[src/rtl/psmt_pkg.sv]
package psmt_pkg;

    localparam int unsigned DATA_W = 32;
    localparam int unsigned DIV_STEPS = DATA_W + 1;
    localparam int unsigned DIV_CNT_W = $clog2(DIV_STEPS);

    localparam logic signed [DATA_W-1:0] PEAK_START_RST = 32'shFF9C_0000;
    localparam logic signed [DATA_W-1:0] MIN_START_RST  = 32'sh0064_0000;

    localparam logic [0:0] REG_PEAK_START = 1'b0;
    localparam logic [0:0] REG_MIN_START  = 1'b1;

    localparam logic CMD_SAMPLE = 1'b0;
    localparam logic CMD_RESET  = 1'b1;

endpackage

[src/rtl/psmt_div.sv]
module psmt_div
    import psmt_pkg::*;
(
    input  logic              clk,
    input  logic              rst_n,
    input  logic              start,
    input  logic [DATA_W:0]   dividend,
    input  logic [DATA_W-1:0] divisor,
    output logic              done,
    output logic [DATA_W:0]   quotient
);

    logic [DATA_W-1:0]    rem_reg;
    logic [DATA_W-1:0]    rem_next;
    logic [DATA_W:0]      quo_reg;
    logic [DATA_W:0]      quo_next;
    logic [DATA_W-1:0]    den_reg;
    logic [DIV_CNT_W-1:0] cnt_reg;
    logic [DIV_CNT_W-1:0] cnt_next;
    logic                 run_reg;
    logic                 run_next;
    logic                 done_reg;
    logic                 done_next;
    logic [DATA_W:0]      shifted;
    logic [DATA_W+1:0]    diff;
    logic                 fits;

    // One quotient bit per cycle, restoring form.
    always_comb
    begin
        shifted   = {rem_reg, quo_reg[DATA_W]};
        diff      = {1'b0, shifted} - {2'b00, den_reg};
        fits      = !diff[DATA_W+1];
        rem_next  = rem_reg;
        quo_next  = quo_reg;
        cnt_next  = cnt_reg;
        run_next  = run_reg;
        done_next = 1'b0;
        if (start)
        begin
            rem_next = '0;
            quo_next = dividend;
            cnt_next = DIV_CNT_W'(DIV_STEPS - 1);
            run_next = 1'b1;
        end
        else if (run_reg)
        begin
            rem_next = fits ? diff[DATA_W-1:0] : shifted[DATA_W-1:0];
            quo_next = {quo_reg[DATA_W-1:0], fits};
            cnt_next = cnt_reg - 1'b1;
            if (cnt_reg == '0)
            begin
                run_next  = 1'b0;
                done_next = 1'b1;
            end
        end
    end

    always_ff @(posedge clk or negedge rst_n)
    begin
        if (!rst_n)
        begin
            run_reg  <= 1'b0;
            done_reg <= 1'b0;
            cnt_reg  <= '0;
        end
        else
        begin
            run_reg  <= run_next;
            done_reg <= done_next;
            cnt_reg  <= cnt_next;
        end
    end

    always_ff @(posedge clk)
    begin
        rem_reg <= rem_next;
        quo_reg <= quo_next;
        if (start)
        begin
            den_reg <= divisor;
        end
    end

    assign done     = done_reg;
    assign quotient = quo_reg;

endmodule

[src/rtl/peak_min_max_slope_tracker.sv]
// Channel   Direction  Handshake                 Payload
// s_*       in         s_tvalid / s_tready       tuser: command; tdata: time, value
// m_*       out        m_tvalid / m_tready       tdata: peak, min and slope with times
// cfg_*     in         cfg_valid / cfg_ready     cfg_index, cfg_data
//
// A sample that yields a slope passes these steps before the next item is accepted:
// accept, 33 bit-serial divider steps, the divider's done flag,
// saturate and compare the slope, and load the result register.
// A reset command, a first sample or a non-positive time step goes from accept straight to loading the result register.
// Reset clears the control state and loads the start registers with their defaults.
// While the result register is full and not taken, the next result waits in place.
module peak_min_max_slope_tracker
    import psmt_pkg::*;
(
    input  logic                clk,
    input  logic                rst_n,
    input  logic                s_tvalid,
    output logic                s_tready,
    input  logic [2*DATA_W-1:0] s_tdata,   // sample_time, sample_value
    input  logic                s_tuser,   // command
    output logic                m_tvalid,
    input  logic                m_tready,
    output logic [6*DATA_W-1:0] m_tdata,   // peak_value, peak_time, min_value, min_time,
                                           // max_slope, max_slope_time
    input  logic                cfg_valid,
    output logic                cfg_ready,
    input  logic [0:0]          cfg_index,
    input  logic [DATA_W-1:0]   cfg_data
);

    typedef enum logic [1:0] {
        ST_IDLE,
        ST_DIV,
        ST_SLOPE,
        ST_OUT
    } state_t;

    state_t                    state_reg;
    logic signed [DATA_W-1:0]  peak_start_reg;
    logic signed [DATA_W-1:0]  min_start_reg;
    logic                      have_prev_reg;
    logic [DATA_W-1:0]         prev_time_reg;
    logic signed [DATA_W-1:0]  prev_value_reg;
    logic signed [DATA_W-1:0]  peak_reg;
    logic [DATA_W-1:0]         peak_time_reg;
    logic signed [DATA_W-1:0]  min_reg;
    logic [DATA_W-1:0]         min_time_reg;
    logic signed [DATA_W-1:0]  slope_reg;
    logic [DATA_W-1:0]         slope_time_reg;
    logic [DATA_W-1:0]         cur_time_reg;
    logic                      neg_reg;
    logic                      m_tvalid_reg;
    logic [6*DATA_W-1:0]       m_tdata_reg;

    logic                      in_accept;
    logic [DATA_W-1:0]         in_time;
    logic signed [DATA_W-1:0]  in_value;
    logic signed [DATA_W:0]    dv;
    logic [DATA_W:0]           dv_mag;
    logic [DATA_W-1:0]         dt;
    logic                      dt_pos;
    logic                      div_start;
    logic                      div_done;
    logic [DATA_W:0]           quotient;
    logic signed [DATA_W-1:0]  slope_sat;
    logic                      out_free;

    assign in_accept = s_tvalid && s_tready;
    assign in_time   = s_tdata[DATA_W-1:0];
    assign in_value  = $signed(s_tdata[2*DATA_W-1:DATA_W]);
    assign dv        = {in_value[DATA_W-1], in_value}
                       - {prev_value_reg[DATA_W-1], prev_value_reg};
    assign dv_mag    = dv[DATA_W] ? (DATA_W+1)'(-dv) : dv;
    assign dt        = in_time - prev_time_reg;
    assign dt_pos    = in_time > prev_time_reg;
    assign div_start = in_accept && (s_tuser == CMD_SAMPLE) && have_prev_reg && dt_pos;
    assign out_free  = !m_tvalid_reg || m_tready;

    psmt_div u_div (
        .clk      (clk),
        .rst_n    (rst_n),
        .start    (div_start),
        .dividend (dv_mag),
        .divisor  (dt),
        .done     (div_done),
        .quotient (quotient)
    );

    // Quotient magnitudes of 2^31 and above clip to the signed range.
    always_comb
    begin
        if (!neg_reg)
        begin
            slope_sat = (quotient[DATA_W] || quotient[DATA_W-1])
                        ? {1'b0, {(DATA_W-1){1'b1}}} : $signed(quotient[DATA_W-1:0]);
        end
        else
        begin
            slope_sat = (quotient[DATA_W] || quotient[DATA_W-1])
                        ? {1'b1, {(DATA_W-1){1'b0}}}
                        : $signed(-quotient[DATA_W-1:0]);
        end
    end

    always_ff @(posedge clk or negedge rst_n)
    begin
        if (!rst_n)
        begin
            state_reg      <= ST_IDLE;
            peak_start_reg <= PEAK_START_RST;
            min_start_reg  <= MIN_START_RST;
            have_prev_reg  <= 1'b0;
            prev_time_reg  <= '0;
            prev_value_reg <= '0;
            peak_reg       <= PEAK_START_RST;
            peak_time_reg  <= '0;
            min_reg        <= MIN_START_RST;
            min_time_reg   <= '0;
            slope_reg      <= '0;
            slope_time_reg <= '0;
            cur_time_reg   <= '0;
            neg_reg        <= 1'b0;
            m_tvalid_reg   <= 1'b0;
            m_tdata_reg    <= '0;
        end
        else
        begin
            if (cfg_valid)
            begin
                unique case (cfg_index)
                    REG_PEAK_START: peak_start_reg <= $signed(cfg_data);
                    REG_MIN_START:  min_start_reg  <= $signed(cfg_data);
                    default:        ;
                endcase
            end
            if (m_tvalid_reg && m_tready && (state_reg != ST_OUT))
            begin
                m_tvalid_reg <= 1'b0;
            end
            unique case (state_reg)
                ST_IDLE:
                begin
                    if (in_accept)
                    begin
                        if (s_tuser == CMD_RESET)
                        begin
                            peak_reg  <= peak_start_reg;
                            min_reg   <= min_start_reg;
                            slope_reg <= '0;
                        end
                        else
                        begin
                            if (in_value > peak_reg)
                            begin
                                peak_reg      <= in_value;
                                peak_time_reg <= in_time;
                            end
                            if (in_value < min_reg)
                            begin
                                min_reg      <= in_value;
                                min_time_reg <= in_time;
                            end
                            prev_time_reg  <= in_time;
                            prev_value_reg <= in_value;
                            have_prev_reg  <= 1'b1;
                            cur_time_reg   <= in_time;
                            neg_reg        <= dv[DATA_W];
                        end
                        state_reg <= div_start ? ST_DIV : ST_OUT;
                    end
                end
                ST_DIV:
                begin
                    if (div_done)
                    begin
                        state_reg <= ST_SLOPE;
                    end
                end
                ST_SLOPE:
                begin
                    if (slope_sat > slope_reg)
                    begin
                        slope_reg      <= slope_sat;
                        slope_time_reg <= cur_time_reg;
                    end
                    state_reg <= ST_OUT;
                end
                ST_OUT:
                begin
                    if (out_free)
                    begin
                        m_tvalid_reg <= 1'b1;
                        m_tdata_reg  <= {slope_time_reg, slope_reg, min_time_reg, min_reg,
                                         peak_time_reg, peak_reg};
                        state_reg    <= ST_IDLE;
                    end
                end
                default:
                begin
                    state_reg <= ST_IDLE;
                end
            endcase
        end
    end

    assign s_tready  = (state_reg == ST_IDLE);
    assign m_tvalid  = m_tvalid_reg;
    assign m_tdata   = m_tdata_reg;
    assign cfg_ready = 1'b1;

`ifndef SYNTHESIS
    a_done_in_div: assert property (@(posedge clk) disable iff (!rst_n)
        div_done |-> state_reg == ST_DIV)
        else $error("divider finished outside the division state");

    a_one_at_a_time: assert property (@(posedge clk) disable iff (!rst_n)
        in_accept |=> !s_tready)
        else $error("item accepted while another is in work");

    a_reset_clears_slope: assert property (@(posedge clk) disable iff (!rst_n)
        in_accept && s_tuser == CMD_RESET |=> slope_reg == '0 && state_reg == ST_OUT)
        else $error("reset command did not clear the slope");
`endif

endmodule
[config.mk]
export PLATFORM = sky130hd
export DESIGN_NAME = peak_min_max_slope_tracker
export DESIGN_NICKNAME = d
export VERILOG_FILES = /design/src/rtl/psmt_pkg.sv /design/src/rtl/psmt_div.sv /design/src/rtl/peak_min_max_slope_tracker.sv
export SDC_FILE = /design/constraint.sdc
export NUM_CORES = 1
export LEC_CHECK = 0
export BUFFER_PORTS_ARGS = -buffer_cell sky130_fd_sc_hd__buf_2
export CAP_MARGIN = 20
export CORE_ASPECT_RATIO = 1.75
export CORE_MARGIN = 1.5
export CORE_UTILIZATION = 50
export CTS_BUF_LIST = sky130_fd_sc_hd__clkbuf_16
export DETAILED_ROUTE_END_ITERATION = 8
export GPL_TIMING_DRIVEN = 0
export PLACE_DENSITY = 0.69
export SYNTH_ARGS = -nofsm -noshare
export SYNTH_HDL_FRONTEND = slang
export SYNTH_SLANG_ARGS = --single-unit
[constraint.sdc]
create_clock -name clk -period 9 [get_ports clk]
set_clock_uncertainty 0.1 [all_clocks]
set_input_delay 1.35 -clock clk [delete_from_list [all_inputs] [get_ports clk]]
set_output_delay 1.35 -clock clk [all_outputs]
set_load 0.03 [all_outputs]
==> flow_metrics.env, run 1 <==
export IMPL_status="finished, final reports clean"
export IMPL_fp_dieW_um=196
export IMPL_worstHoldPathType="flip-flop to flip-flop"
export IMPL_antenna_found_initial=13
export IMPL_boundaryPins=298
export IMPL_critPathArrivalTime_ns=7.63
export IMPL_clock_fmax_ghz=0.139
export IMPL_r2r_slack_ns=1.80
export IMPL_drt_pre_antenna_iters=5
export IMPL_wl_um=89800
export IMPL_cp_end_kind="flip-flop"
export IMPL_stdcell_area_sq_um=37300
export IMPL_synth_distinct_cells=85
export IMPL_dieArea_sq_um=66900
export IMPL_ys_flop_type="dfrtp_1"
export IMPL_post_cts_resized=0
export IMPL_synth_avg_cell_area_sq_um=10.5
export IMPL_hold_path_depth=2
export IMPL_pwr_share_comb_pct=52.0
export IMPL_cts_sinks=622
export IMPL_grt_use_total_pct=27.0
export IMPL_async_flop_share_pct=84.4
export IMPL_ant_nets=0
export IMPL_holdWs_ns=0.371
export IMPL_largest_reg_flops=192
export IMPL_timing_rr_start="u_div.quotient[3]"
export IMPL_swShare_pct=43.8
export IMPL_synthesis_nets=3429
export IMPL_rows=123
export IMPL_ir_drop_v=0.000264
export IMPL_grt_pass1_vias=25400
export IMPL_numCtsBuffers=57
export IMPL_p_sw_mw=6.83
export IMPL_regArea_sq_um=15800
export IMPL_num_vias=24700
export IMPL_cts_root_buf="clkbuf_16"
export IMPL_timing_slew_headroom_pct=21.2
export IMPL_maxCapViolations=0
export IMPL_path_class="flip-flop to flip-flop"
export IMPL_final_nets=3791
export IMPL_ys_warn_count=0
export IMPL_cts_tree="built"
export IMPL_clk_path_buf_depth=3
export IMPL_place_area_sq_um=35300
export IMPL_cp_required_ns=9.42
export IMPL_via_per_inst=5.67
export IMPL_holdCritStartpoint="m_tdata[29]"
export IMPL_insertion_delay_ns=0.66
export IMPL_cts_htree_levels=2
export IMPL_power_internal_mw=8.74
export IMPL_worstRegToRegCells=20
export IMPL_wl_per_cell_um=20.7
export IMPL_start_kind="flip-flop"
export IMPL_grt_pass1_wl_um=140000
export IMPL_fin_crit_ns=7.20
export IMPL_ys_seq_elements=622
export IMPL_core_area_sq_um=64500
export IMPL_tightest_slew_ns=1.18
export IMPL_initial_utilization_pct=50.6
export IMPL_yosys_top_cells_area="dfrtp_1, mux2_2, ha_1"
export IMPL_p_clk_share_pct=16.2
export IMPL_power_density_nw_per_um2=418
export IMPL_drive_above_1_share_pct=20.7
export IMPL_drc_errors=0
export IMPL_cts_setup_buffers=0
export IMPL_finalHoldViolations=0
export IMPL_reg2reg_to="slope_time_reg[25]"
export IMPL_dp_hpwl_um=69100
export IMPL_min_to="m_tdata[29]"
export IMPL_portBuffers=295
export IMPL_syn_cell_area_sq_um=32700
export IMPL_total_power_mw=15.6
export IMPL_grt_max_degree=117
export IMPL_p_leak_nw=17.7
export IMPL_die_y_um=341
export IMPL_synth_top_area_cell="dfrtp_1"
export IMPL_fillers=5634
export IMPL_synth_edf_count=65
export IMPL_seq_area_frac_synth_pct=48.3
export IMPL_gp_congestion=0.934
export IMPL_path_clk_slew_ns=0.06
export IMPL_seqPwrFrac_pct=31.8
export IMPL_cp_max_fo=10
export IMPL_cts_hold_buf=0
export IMPL_rsz0062_at_grt="no"
export IMPL_fin_crit_sh_pct=80.0
export IMPL_drv_slew=0
export IMPL_drtIter0Drc=1046
export IMPL_yosys_area_top_type_share_pct=37.9
export IMPL_area_growth_synth_to_final_pct=14.1
export IMPL_multiInputGateArea_sq_um=15500
export IMPL_setup_viol=0
export IMPL_syn_inst=3124
export IMPL_grt_overflow_total=0
synthesized netlist by cell type (all sizes together) (91+ instances only):
master and instances:
mux2 260, nor2 152, clkbuf 108, nand2 312, mux2i 113, a21oi 144, o21ai 296, a21o 91
dfrtp 495, ha 199, inv 234
cells by family (layout without fill, tap and decap cells):
kind of cell	count (synthesis)	count (layout)	share of synthesized area (%)
AO/OA/AOI/OAI	731	731	14.0
AND/OR/NAND/NOR	704	704	9.94
flip-flops	622	622	48.3
buffers and inverters	374	785	4.38
multiplexers	373	373	12.4
adder cells (fa/ha/maj)	202	202	7.81
XOR/XNOR	117	117	3.14
other	1	3	0.0115
stage by stage:
| step | TNS, ns | cells | utilization, % | setup slack (ns) |
|---|---|---|---|---|
| finish | 0 | 4349 | 57.8 | 1.80 |
| global route | 0 | 4349 | 57.8 | 1.45 |
| CTS | 0 | 4347 | 57.8 | 1.81 |
| detailed placement | 0 | 4239 | 54.8 | 1.83 |
| global placement | -2135.23 | 4231 | 54.5 | -4.37 |
| floorplan | 0 | 3124 | - | 3.61 |
worst max-delay path by stage:
stage,cells past startpoint,endpoint,slack [ns],start
final,20,slope_time_reg[25],1.80,u_div.quotient[3]
after floorplan,20,slope_time_reg[10],3.61,u_div.quotient[3]
after detailed placement,20,slope_time_reg[29],1.83,u_div.quotient[3]
after global routing,19,slope_time_reg[25],1.45,u_div.quotient[3]
after global placement,1,m_tdata[156],-4.37,rst_n
after CTS,19,slope_time_reg[25],1.81,u_div.quotient[3]
power by group through the flow:
stage / sequential (mW) / combinational (mW) / clock [mW]
2_1_floorplan: 5.59 / 5.07 / 0
3_3_place_gp: 4.96 / 7.92 / 0
3_5_place_dp: 4.99 / 8.07 / 0
4_1_cts: 4.95 / 8.13 / 2.58
5_1_grt: 5.09 / 8.88 / 2.68
6_report: 4.95 / 8.09 / 2.53
layout by cell type (no fill, tap or decap), drive strengths merged, types with 113 or more instances in the layout:
cell type,synthesis,final
inv,234,245
ha,199,199
nand2,312,312
a21oi,144,144
mux2,260,260
mux2i,113,113
o21ai,296,296
dfrtp,495,495
clkbuf,108,168
nor2,152,152
buf,32,335
metal layers:
metal	GRT usage, %	share of wire [%]	vias to the layer above
met5	0	0.15	-
met4	14.2	5.5	22
met3	5.01	4.8	237
met2	50.8	53	606
met1	28.1	36	12100
li1	-	-	11700
critical path, cell delays in order, from the launching register on:
cell and delay, ns:
edfxtp_1 0.49, or3_1 0.40, or3b_1 0.41, or3_1 0.42
or3_1 0.39, or3_1 0.35, nor2_1 0.15, nand2_1 0.12
o21ai_0 0.21, nand2_1 0.08, o311ai_1 0.19, ha_1 0.20
nand4_1 0.12, nor4_1 0.62, o211ai_1 0.26, and4_1 0.26
a311oi_1 0.56, and2_1 0.28, clkbuf_1 0.37, clkbuf_1 0.67
mux2_2 0.42
layout make-up:
type,count,area share (%)
well taps,812,2.73
flip-flops and latches,622,42.3
multi-input cells,2128,41.5
diodes,2,0.0134
inverters,234,2.36
clock inverters,48,1.13
repair buffers,303,4.43
plain buffers,140,1.48
clock buffers,60,4.03
Power figures use the tool's default switching activity.
==> run 2: changes to the inputs <==
- PLACE_DENSITY: 0.69 -> 0.72
- clock period: 9 -> 6.3 ns (I/O delays scaled with it)
==> run 2 against run 1 <==
  * Sequential power is 43% higher
  * Via count is 0.88% higher
  * Final area is 0.25% higher
  * First-iteration DRC count is 0.96% higher
  * Critical path depth is 1 lower
  * Wire length is 1.0% higher
  * Flip-flop and latch count stayed put
  * Global-route usage is 0.32 points higher
  * Cell count hardly changed
  * Critical path type unchanged
  * Critical endpoint unchanged
==> flow_metrics.env, run 2 (same netlist as run 1, synthesis figures left out) <==
export IMPL_path_class="flip-flop to flip-flop"
export IMPL_path_clk_slew_ns=0.09
export IMPL_worst_path_dominant_cell_family="simple AND/OR/NAND/NOR gates"
export IMPL_drt_pre_antenna_iters=5
export IMPL_cts_hold_buf=0
export IMPL_grt_use_total_pct=27.3
export IMPL_gp_congestion=0.929
export IMPL_fin_crit_sh_pct=95.6
export IMPL_dp_cells=4239
export IMPL_cp_end_kind="flip-flop"
export IMPL_dp_hpwl_um=70000
export IMPL_p_sw_mw=9.85
export IMPL_pre_cts_slack_ns=-0.680
export IMPL_final_nets=3793
export IMPL_rsz0062_at_grt="no"
export IMPL_cts_tree="built"
export IMPL_seqPwrFrac_pct=31.5
export IMPL_tightest_slew_ns=1.13
export IMPL_timing_slew_headroom_pct=24.5
export IMPL_finalHoldViolations=0
export IMPL_via_per_inst=5.72
export IMPL_holdWs_ns=0.227
export IMPL_start_kind="flip-flop"
export IMPL_layout_commonest_cell="dfrtp_1"
export IMPL_place_area_sq_um=35300
export IMPL_instances_no_fill=4351
export IMPL_clk_path_buf_depth=3
export IMPL_p_clk_share_pct=16.2
export IMPL_cp_cell_sequence="or3_1, or3b_1, or3_1, or3_1, or3_1, nor2_1, nand2_1, o21ai_0, nand2_1, o311ai_1, ha_1, nand4_1, nor4_4, o211ai_1, and4_1, a311oi_4, and2_4, buf_4, mux2_2"
export IMPL_fin_util_pct=57.9
export IMPL_stdcell_area_sq_um=37300
export IMPL_rows=123
export IMPL_fin_crit_ns=6.02
export IMPL_cp_required_ns=6.73
export IMPL_core_area_sq_um=64500
export IMPL_cp_max_fo=10
export IMPL_critPathBufInv=1
export IMPL_initial_utilization_pct=50.6
export IMPL_critPathMostFrequentCell="or3_1"
export IMPL_power_internal_mw=12.6
export IMPL_ant_nets=0
export IMPL_swShare_pct=44.0
export IMPL_cts_htree_levels=2
export IMPL_cts_root_buf="clkbuf_16"
export IMPL_dieArea_sq_um=66900
export IMPL_grt_max_degree=124
export IMPL_crit_path_max_incr_delay_ns=0.48
export IMPL_cpMaxStageDelayCell="edfxtp_1"
export IMPL_grt_overflow_total=0
export IMPL_drive_above_1_share_pct=21.1
export IMPL_status="finished, final reports clean"
export IMPL_setup_viol=0
export IMPL_ir_drop_v=0.000444
export IMPL_grt_pass1_wl_um=141000
export IMPL_numCtsBuffers=58
export IMPL_boundaryPins=298
export IMPL_wl_per_cell_um=20.9
export IMPL_maxCapViolations=0
export IMPL_setup_slack_ns=0.276
export IMPL_wl_um=90700
export IMPL_portBuffers=295
export IMPL_insertion_delay_ns=0.65
export IMPL_critPathArrivalTime_ns=6.45
export IMPL_area_growth_synth_to_final_pct=14.4
export IMPL_crit_start="u_div.quotient[3]"
export IMPL_power_density_nw_per_um2=600
export IMPL_pwr_share_comb_pct=52.3
export IMPL_clock_fmax_ghz=0.166
export IMPL_p_leak_nw=17.8
export IMPL_antenna_found_initial=13
export IMPL_worstHoldPathType="input pin to asynchronous set/reset pin"
export IMPL_cts_sinks=622
export IMPL_largest_reg_flops=192
export IMPL_final_cell_mix="dfrtp_1, nand2_1, buf_2, o21ai_0, mux2_2"
export IMPL_num_vias=24900
export IMPL_drtIter0Drc=1056
export IMPL_timing_rr_start="u_div.quotient[3]"
export IMPL_drc_errors=0
export IMPL_fp_dieW_um=196
export IMPL_grt_pass1_vias=25400
export IMPL_die_y_um=341
export IMPL_drv_slew=0
## run 2: changes by cell type in the layout (fill, tap and decap cells not counted), moves of 2 or more
cell,previous run,this run
bufinv_16,6,4
clkbuf_16,60,64
clkinv_4,3,1
clkbuf_1,107,100
buf_4,3,5
buf_1,16,14
buf_2,308,310
clkinv_2,11,13
clkbuf_2,1,5
clkbuf_4,0,2
## run 2: worst reg2reg max path: cells and delay by family, from the launching register on
kind | cells | cell delay, ns
simple gates | 12 | 3.55
fa+ha+maj | 1 | 0.19
mux | 1 | 0.38
compound gates | 4 | 0.95
buf+inv | 1 | 0.26
flops | 1 | 0.48
## run 2: path summary, 6_finish.rpt
check,to,slack (ns),cells after the start
worst min register to register,m_tdata[134],0.37,2
min in group clk,m_tdata[134],0.37,2
worst min-delay path,m_tdata[39],0.23,1
max in group asynchronous,m_tdata[18],4.21,3
worst max register to register,slope_time_reg[25],0.28,19
worst max-delay path,slope_time_reg[25],0.28,19
## run 2: power by group through the flow
stage | sequential [mW] | clock (mW) | combinational, mW
global route | 7.26 | 3.84 | 12.8
CTS | 7.05 | 3.69 | 11.7
finish | 7.06 | 3.63 | 11.7
floorplan | 7.98 | 0 | 7.24
detailed placement | 7.11 | 0 | 11.6
global placement | 7.06 | 0 | 11.4
## run 2: layout make-up
| cell class | instances | area [sq um] |
|---|---|---|
| Fill cell | 5667 | 27100 |
| Sequential cell | 622 | 15800 |
| Multi-Input combinational cell | 2128 | 15500 |
| Timing Repair Buffer | 305 | 1670 |
| Clock buffer | 64 | 1600 |
| Tap cell | 812 | 1020 |
| Inverter | 234 | 878 |
| Buffer | 139 | 566 |
| Clock inverter | 44 | 339 |
| Antenna cell | 3 | 7.51 |
## run 2: what timing repair did
action	in CTS	in global routing
resized for setup	6	19
endpoints found under the hold margin	0	0
buffers inserted	0	1
cloned	0	0
setup endpoints to repair	40	63
pin swaps	0	2
## run 2: layer usage
metal  global-route usage (%)  vias to the layer above  part of all wire [%]  wire length (um)
met4                     16.3                       22                   6.4              5800
met1                     28.2                    12200                    36             32400
met5                        0                        -                  0.15               139
li1                         -                    11700                     -                 -
met2                     50.8                      661                    53             47900
met3                     5.07                      256                   5.0              4550
## run 2: stage by stage
stage	TNS [ns]	power, mW
3_3_place_gp	-3426.09	18.4
3_5_place_dp	-16.77	18.7
6_report	0	22.4
5_1_grt	0	23.9
4_1_cts	0	22.4
2_1_floorplan	0	15.2
